### src/smbph_pkg.sv
// Shared types and constants for the segmented masked base-pattern hit block.
package smbph_pkg;

	localparam int WindowBases = 32;
	localparam int BaseW = 2;
	localparam int WindowW = WindowBases * BaseW;
	localparam int SegLenW = 16;
	localparam int HitCountW = 17;
	localparam int CfgIndexW = 2;
	localparam int CfgDataW = 64;

	// The hit count stops at the segment limit, or at the field's top value if the limit is larger.
	localparam longint MaxSegments = 64'd65536;
	localparam longint HitFieldMax = (64'd1 << HitCountW) - 64'd1;
	localparam longint HitCapL = (MaxSegments > HitFieldMax) ? HitFieldMax : MaxSegments;
	localparam logic [HitCountW-1:0] HitCap = HitCountW'(HitCapL);

	localparam logic [SegLenW-1:0] SegLenReset = 16'd256;

	typedef enum logic [CfgIndexW-1:0] {
		REG_PATTERN_BASES  = 2'd0,
		REG_PATTERN_MASK   = 2'd1,
		REG_SEGMENT_LENGTH = 2'd2
	} cfg_reg_t;

	typedef struct packed {
		logic [BaseW-1:0] base;
		logic             start_of_run;
	} in_item_t;

	typedef struct packed {
		logic [SegLenW-1:0]   segment_index;
		logic                 hit;
		logic [HitCountW-1:0] hit_count;
	} out_item_t;

	typedef struct packed {
		logic      valid;
		out_item_t data;
	} result_push_t;

endpackage

### src/smbph_cell.sv
// One window cell: holds one base, passes it to its lower neighbor, compares its incoming base.
module smbph_cell (
	input  logic                          clk,
	input  logic                          arst_n,
	input  logic                          en,
	input  logic [smbph_pkg::BaseW-1:0]   d,
	input  logic [smbph_pkg::BaseW-1:0]   pat,
	input  logic [smbph_pkg::BaseW-1:0]   msk,
	output logic [smbph_pkg::BaseW-1:0]   q,
	output logic                          match
);

	logic [smbph_pkg::BaseW-1:0] base_q;

	always_ff @(posedge clk or negedge arst_n) begin
		if (!arst_n) begin
			base_q <= '0;
		end else if (en) begin
			base_q <= d;
		end
	end

	// The compare looks at the base this cell takes on the current transaction.
	assign match = ((d & msk) == pat);
	assign q = base_q;

endmodule

### src/smbph_seg_ctrl.sv
// Segment bookkeeping: base count, hit flag, segment index and saturating hit count.
module smbph_seg_ctrl (
	input  logic                              clk,
	input  logic                              arst_n,
	input  logic                              accept,
	input  logic                              start_of_run,
	input  logic                              window_match,
	input  logic [smbph_pkg::SegLenW-1:0]     segment_length,
	output smbph_pkg::result_push_t           push
);

	logic [smbph_pkg::SegLenW-1:0]   bases_q;
	logic                            found_q;
	logic [smbph_pkg::SegLenW-1:0]   seg_cnt_q;
	logic [smbph_pkg::HitCountW-1:0] hits_q;

	logic [smbph_pkg::SegLenW-1:0]   bases_cur;
	logic                            found_cur;
	logic [smbph_pkg::SegLenW-1:0]   seg_cnt_cur;
	logic [smbph_pkg::HitCountW-1:0] hits_cur;
	logic [smbph_pkg::SegLenW:0]     n;
	logic                            found_next;
	logic                            seg_end;
	logic [smbph_pkg::HitCountW-1:0] hits_next;

	always_comb begin
		bases_cur   = start_of_run ? '0 : bases_q;
		found_cur   = start_of_run ? 1'b0 : found_q;
		seg_cnt_cur = start_of_run ? '0 : seg_cnt_q;
		hits_cur    = start_of_run ? '0 : hits_q;
		n = {1'b0, bases_cur} + (smbph_pkg::SegLenW+1)'(1);
		// A window counts only once it holds a full window of this segment's bases.
		found_next = found_cur
			| (window_match && (n >= (smbph_pkg::SegLenW+1)'(smbph_pkg::WindowBases)));
		// A count of zero length stands for a full wrap of the counter.
		seg_end = (n[smbph_pkg::SegLenW-1:0] == segment_length);
		hits_next = (found_next && (hits_cur < smbph_pkg::HitCap))
			? hits_cur + smbph_pkg::HitCountW'(1) : hits_cur;
	end

	always_ff @(posedge clk or negedge arst_n) begin
		if (!arst_n) begin
			bases_q   <= '0;
			found_q   <= 1'b0;
			seg_cnt_q <= '0;
			hits_q    <= '0;
		end else if (accept) begin
			if (seg_end) begin
				bases_q   <= '0;
				found_q   <= 1'b0;
				seg_cnt_q <= seg_cnt_cur + smbph_pkg::SegLenW'(1);
				hits_q    <= hits_next;
			end else begin
				bases_q   <= n[smbph_pkg::SegLenW-1:0];
				found_q   <= found_next;
				seg_cnt_q <= seg_cnt_cur;
				hits_q    <= hits_cur;
			end
		end
	end

	always_comb begin
		push.valid              = accept && seg_end;
		push.data.segment_index = seg_cnt_cur;
		push.data.hit           = found_next;
		push.data.hit_count     = hits_next;
	end

endmodule

### src/smbph_out_queue.sv
// Two-slot output buffer: a presented result and one skid slot behind it.
module smbph_out_queue (
	input  logic                      clk,
	input  logic                      arst_n,
	input  smbph_pkg::result_push_t   push,
	input  logic                      stall,
	output logic                      valid,
	output smbph_pkg::out_item_t      data,
	output logic                      full
);

	smbph_pkg::out_item_t head_q;
	smbph_pkg::out_item_t spare_q;
	logic [1:0]           count_q;
	logic                 pop;

	assign pop   = (count_q != 2'd0) && !stall;
	assign valid = (count_q != 2'd0);
	assign full  = (count_q == 2'd2);
	assign data  = head_q;

	always_ff @(posedge clk) begin
		if (push.valid && !pop) begin
			if (count_q == 2'd0) begin
				head_q <= push.data;
			end else begin
				spare_q <= push.data;
			end
		end else if (pop && !push.valid) begin
			head_q <= spare_q;
		end else if (pop && push.valid) begin
			if (count_q == 2'd1) begin
				head_q <= push.data;
			end else begin
				head_q  <= spare_q;
				spare_q <= push.data;
			end
		end
	end

	always_ff @(posedge clk or negedge arst_n) begin
		if (!arst_n) begin
			count_q <= 2'd0;
		end else if (push.valid && !pop) begin
			count_q <= count_q + 2'd1;
		end else if (pop && !push.valid) begin
			count_q <= count_q - 2'd1;
		end
	end

endmodule

### src/segmented_masked_base_pattern_hit.sv
// Top level of the segmented masked base-pattern hit detector.
// One base is taken per clock cycle while in_stall is low; the result for the last base
// of a segment is written into the output buffer and presented from its head slot. The row
// of 32 window cells shifts and compares each accepted base. Results wait in a two-slot
// output buffer, so in_stall rises only while both slots hold results that the receiver has
// not taken. Configuration writes take effect on the next base; pattern bits outside the mask
// never match, so a pattern with such bits set never reports a hit.
module segmented_masked_base_pattern_hit (
	input  logic                                clk,
	input  logic                                arst_n,
	input  logic                                cfg_we,
	input  logic [smbph_pkg::CfgIndexW-1:0]     cfg_index,
	input  logic [smbph_pkg::CfgDataW-1:0]      cfg_data,
	input  logic                                in_valid,
	output logic                                in_stall,
	input  smbph_pkg::in_item_t                 in_data,
	output logic                                out_valid,
	input  logic                                out_stall,
	output smbph_pkg::out_item_t                out_data
);

	logic [smbph_pkg::WindowW-1:0] pattern_q;
	logic [smbph_pkg::WindowW-1:0] mask_q;
	logic [smbph_pkg::SegLenW-1:0] seg_len_q;

	logic                               accept;
	logic                               q_full;
	logic [smbph_pkg::WindowW-1:0]      win_q;
	logic [smbph_pkg::WindowBases-1:0]  cell_match;
	logic                               window_match;
	smbph_pkg::result_push_t            res_push;

	always_ff @(posedge clk or negedge arst_n) begin
		if (!arst_n) begin
			pattern_q <= '0;
			mask_q    <= '0;
			seg_len_q <= smbph_pkg::SegLenReset;
		end else if (cfg_we) begin
			case (smbph_pkg::cfg_reg_t'(cfg_index))
				smbph_pkg::REG_PATTERN_BASES:  pattern_q <= cfg_data;
				smbph_pkg::REG_PATTERN_MASK:   mask_q    <= cfg_data;
				smbph_pkg::REG_SEGMENT_LENGTH: seg_len_q <= cfg_data[smbph_pkg::SegLenW-1:0];
				default: begin
				end
			endcase
		end
	end

	assign in_stall = q_full;
	assign accept   = in_valid && !in_stall;

	// The newest base enters the top cell; each cell hands its base one place down.
	for (genvar k = 0; k < smbph_pkg::WindowBases; k++) begin : g_cell
		logic [smbph_pkg::BaseW-1:0] cell_d;
		if (k == smbph_pkg::WindowBases - 1) begin : g_top
			assign cell_d = in_data.base;
		end else begin : g_mid
			assign cell_d = win_q[(k+1)*smbph_pkg::BaseW +: smbph_pkg::BaseW];
		end
		smbph_cell u_cell (
			.clk    (clk),
			.arst_n (arst_n),
			.en     (accept),
			.d      (cell_d),
			.pat    (pattern_q[k*smbph_pkg::BaseW +: smbph_pkg::BaseW]),
			.msk    (mask_q[k*smbph_pkg::BaseW +: smbph_pkg::BaseW]),
			.q      (win_q[k*smbph_pkg::BaseW +: smbph_pkg::BaseW]),
			.match  (cell_match[k])
		);
	end

	assign window_match = &cell_match;

	smbph_seg_ctrl u_seg_ctrl (
		.clk            (clk),
		.arst_n         (arst_n),
		.accept         (accept),
		.start_of_run   (in_data.start_of_run),
		.window_match   (window_match),
		.segment_length (seg_len_q),
		.push           (res_push)
	);

	smbph_out_queue u_out_queue (
		.clk    (clk),
		.arst_n (arst_n),
		.push   (res_push),
		.stall  (out_stall),
		.valid  (out_valid),
		.data   (out_data),
		.full   (q_full)
	);

	a_no_push_when_full: assert property (@(posedge clk) disable iff (!arst_n)
		res_push.valid |-> !q_full)
		else $error("result produced while the output buffer is full");

	a_hit_count_capped: assert property (@(posedge clk) disable iff (!arst_n)
		out_valid |-> (out_data.hit_count <= smbph_pkg::HitCap))
		else $error("hit count above its cap");

	a_hit_counted: assert property (@(posedge clk) disable iff (!arst_n)
		(out_valid && out_data.hit) |-> (out_data.hit_count != '0))
		else $error("hit segment reported with a zero hit count");

	a_idle_no_push: assert property (@(posedge clk) disable iff (!arst_n)
		!accept |-> !res_push.valid)
		else $error("result produced without an input transaction");

endmodule
### config.mk
export PLATFORM = sky130hd
export DESIGN_NAME = segmented_masked_base_pattern_hit
export DESIGN_NICKNAME = d
export VERILOG_FILES = /design/src/smbph_pkg.sv /design/src/smbph_cell.sv /design/src/smbph_seg_ctrl.sv /design/src/smbph_out_queue.sv /design/src/segmented_masked_base_pattern_hit.sv
export SDC_FILE = /design/constraint.sdc
export NUM_CORES = 1
export LEC_CHECK = 0
export BUFFER_PORTS_ARGS = -buffer_cell sky130_fd_sc_hd__buf_2
export CORE_ASPECT_RATIO = 0.7
export CORE_MARGIN = 2
export CORE_UTILIZATION = 25
export CTS_CLUSTER_SIZE = 10
export DETAILED_ROUTE_END_ITERATION = 8
export SLEW_MARGIN = 0
export SYNTH_ARGS = -nofsm -noshare
export SYNTH_HDL_FRONTEND = slang
export SYNTH_SLANG_ARGS = --single-unit
### constraint.sdc
create_clock -name clk -period 7.35 [get_ports clk]
set_input_delay 1.47 -clock clk [delete_from_list [all_inputs] [get_ports clk]]
set_output_delay 1.47 -clock clk [all_outputs]
set_load 0.03 [all_outputs]
==> flow_metrics.env <==
export IMPL_numCtsBuffers=39
export IMPL_viasPerCell=4.696
export IMPL_max_freq_ghz=0.1655
export IMPL_synthArstFlopShare=0.7914
export IMPL_skew_ns=0.03826
export IMPL_gp_congestion=0.8344
export IMPL_grt_max_degree=131
export IMPL_final_core_util=0.2963
export IMPL_rsz0062_at_grt="false"
export IMPL_core_um2=61710
export IMPL_ys_seq_area_frac=0.5424
export IMPL_grt_antenna_before_repair=7
export IMPL_max_vdd_ir_drop_mv=0.1647
export IMPL_setup_viol_count_final=0
export IMPL_hold_class="reg2reg"
export IMPL_syn_nets=1509
export IMPL_yosysTopAreaCell="dfrtp_1"
export IMPL_cts_tree="yes"
export IMPL_yosys_top_cells_area="dfrtp_1 (41%), edfxtp_1 (13%), mux2_2 (11%)"
export IMPL_syn_to_final_growth_pct=16.71
export IMPL_synth_top_area_frac=0.4104
export IMPL_drt_iter0_markers=729
export IMPL_drc=0
export IMPL_cts_resized=0
export IMPL_startpoint_type="input pin"
export IMPL_cts_htree_levels=2
export IMPL_cts_root_buf="clkbuf_16"
export IMPL_ys_flop_type="dfrtp_1"
export IMPL_clock_sinks=326
export IMPL_io_buffers=109
export IMPL_num_nets_final=1607
export IMPL_power_density_nw_per_um2=304.7
export IMPL_grt_usage=0.1272
export IMPL_syn_avg_cell_area_um2=10.99
export IMPL_die_w_um=303.2
export IMPL_cts_hold_buffers=0
export IMPL_crit_required_ns=7.58
export IMPL_max_slew_margin=0.1151
export IMPL_clk_pin_slew_ns=0.06
export IMPL_crit_path_end_kind="flop"
export IMPL_crit_fanout=31
export IMPL_min_period_ns=6.042
export IMPL_ys_ff_latch=326
export IMPL_cp_arrival_ns=6.27
export IMPL_initial_core_util=0.2539
export IMPL_yosysWarningCount=0
export IMPL_die_area_um2=64730
export IMPL_status="finished, final reports clean"
export IMPL_clock_latency_ns=0.57
export IMPL_first_global_vias=11251
export IMPL_max_cap_violations=0
export IMPL_clock_path_buffers=3
export IMPL_synth_cells=1426
export IMPL_setup_tns_ns=0
export IMPL_cts_setup_buffers=0
export IMPL_p_leak_uw=0.007950
export IMPL_ant_nets=0
export IMPL_fillers=6290
export IMPL_chipHeight_um=213.5
export IMPL_vias=11129
export IMPL_synth_commonest_cells="nand2_1 (316), dfrtp_1 (257), mux2_2 (160), edfxtp_1 (68), xor2_1 (52)"
export IMPL_syn_area_um2=15670
export IMPL_drv_slew=0
export IMPL_first_pass_iters=5
export IMPL_detailed_place_hpwl_mm=27.76
export IMPL_worstMarginPinSlew_ns=1.327
export IMPL_overflow=0
export IMPL_grt_pass1_wl_mm=64.34
export IMPL_synth_most_common_cell="nand2_1"
export IMPL_crit_type="in2reg"
export IMPL_finalCritPeriodShare=0.8220
export IMPL_drive_above_1_share=0.2356
export IMPL_ys_types=78
export IMPL_ios=110
export IMPL_wl_mm=40.84
export IMPL_post_drt_wl_per_cell_um=17.23
export IMPL_hold_viol=0
export IMPL_rows=76
export IMPL_synth_edf_count=68
where the power goes:
part | leakage [uW] | internal, uW | switching (uW) | total [uW]
logic | 0.00344 | 472 | 771 | 1240
registers | 0.00396 | 2230 | 305 | 2540
clock network | 0.000552 | 1010 | 782 | 1790
total | 0.00795 | 3710 | 1860 | 5570
cells in the final DEF (no fill, tap or decap), types with 8 or more instances in the layout:
master and count:
mux2_2 160, nand3_1 31, a311o_1 11, clkbuf_16 39, ha_1 9, a21oi_1 32
buf_2 108, nor3_1 32, o21ai_0 12, xor2_1 52, a31oi_1 14, a21o_1 13
xnor2_1 27, edfxtp_1 68, dfrtp_1 257, a21boi_0 11, nand2_1 316, and3b_1 8
nor4_1 21, nand4_1 23, nor2b_1 25, inv_1 24, clkbuf_1 21, and3_1 33
and2_1 18, nor2_1 35, buf_4 20
logic make-up after synthesis:
group | count (synthesis) | synth area share
AND/OR/NAND/NOR | 593 | 0.1853
multiplexers | 168 | 0.1205
buffers and inverters | 97 | 0.02643
XOR/XNOR | 79 | 0.04416
AO/OA/AOI/OAI | 154 | 0.07402
adder cells (fa/ha/maj) | 9 | 0.007187
flip-flops | 326 | 0.5424
cell type report:
| class | count | area [um^2] | share of cell area |
|---|---|---|---|
| Antenna cell | 2 | 5.005 | 0.0002737 |
| Clock buffer | 61 | 1069 | 0.05843 |
| Clock inverter | 5 | 83.83 | 0.004584 |
| Inverter | 24 | 90.09 | 0.004926 |
| Multi-Input combinational cell | 1003 | 6789 | 0.3713 |
| Sequential cell | 326 | 8499 | 0.4648 |
| Tap cell | 819 | 1025 | 0.05604 |
| Timing Repair Buffer | 130 | 725.7 | 0.03969 |
registers in the layout (all words and copies together) (netlist names):
signal / flops
g_cell.u_cell.q: 62
mask_q: 64
pattern_q: 64
seg_len_q: 16
u_out_queue.count_q: 2
u_out_queue.data: 34
u_out_queue.spare_q: 34
u_seg_ctrl.bases_q: 16
u_seg_ctrl.found_q: 1
u_seg_ctrl.hits_q: 17
u_seg_ctrl.seg_cnt_q: 16
worst paths after layout:
check,startpoint,endpoint,slack [ns],cells after the start
worst max-delay path,in_data[0],u_out_queue.data[6],1.31,15
worst min-delay path,g_cell[5].u_cell.q[0],g_cell[4].u_cell.q[0],0.49,2
worst max register to register,u_seg_ctrl.bases_q[0],u_out_queue.data[6],2.02,14
worst min register to register,g_cell[5].u_cell.q[0],g_cell[4].u_cell.q[0],0.49,2
max in group asynchronous,arst_n,u_seg_ctrl.seg_cnt_q[3],5.06,2
min in group asynchronous,arst_n,pattern_q[49],1.02,1
worst max-delay path, cell delays in order:
cell and delay, ns:
buf_2 0.21, nor2b_1 0.26, ha_1 0.37, nand4b_1 0.21, or4_1 0.66, xnor2_1 0.33
mux2_1 0.37, a211oi_2 0.40, a2111o_1 0.38, inv_1 0.15, ha_1 0.29, a21o_1 0.65
buf_4 0.37, nor2_1 0.09, a21oi_1 0.05
layer usage:
layer,track usage,share of wire,up-vias
met4,0.02344,0.015,6
met2,0.1962,0.44,321
met5,0,0.00091,-
met3,0.03404,0.080,55
met1,0.1798,0.46,5516
li1,-,-,5231
stage by stage:
step | worst slack, ns | hold slack, ns | total power [uW] | area, um^2 | cells
2_1_floorplan | 0.1564 | 0.4604 | 3342 | 15670 | 1426
4_1_cts | 1.375 | 0.4696 | 5639 | 18280 | 2368
3_3_place_gp | 0.9678 | 0.4794 | 3776 | 17130 | 2302
6_report | 1.308 | 0.4886 | 5572 | 18290 | 2370
5_1_grt | 1.037 | 0.5171 | 5908 | 18280 | 2368
3_5_place_dp | 0.8561 | 0.4866 | 3815 | 17130 | 2302
(Power assumes the default switching activity.)
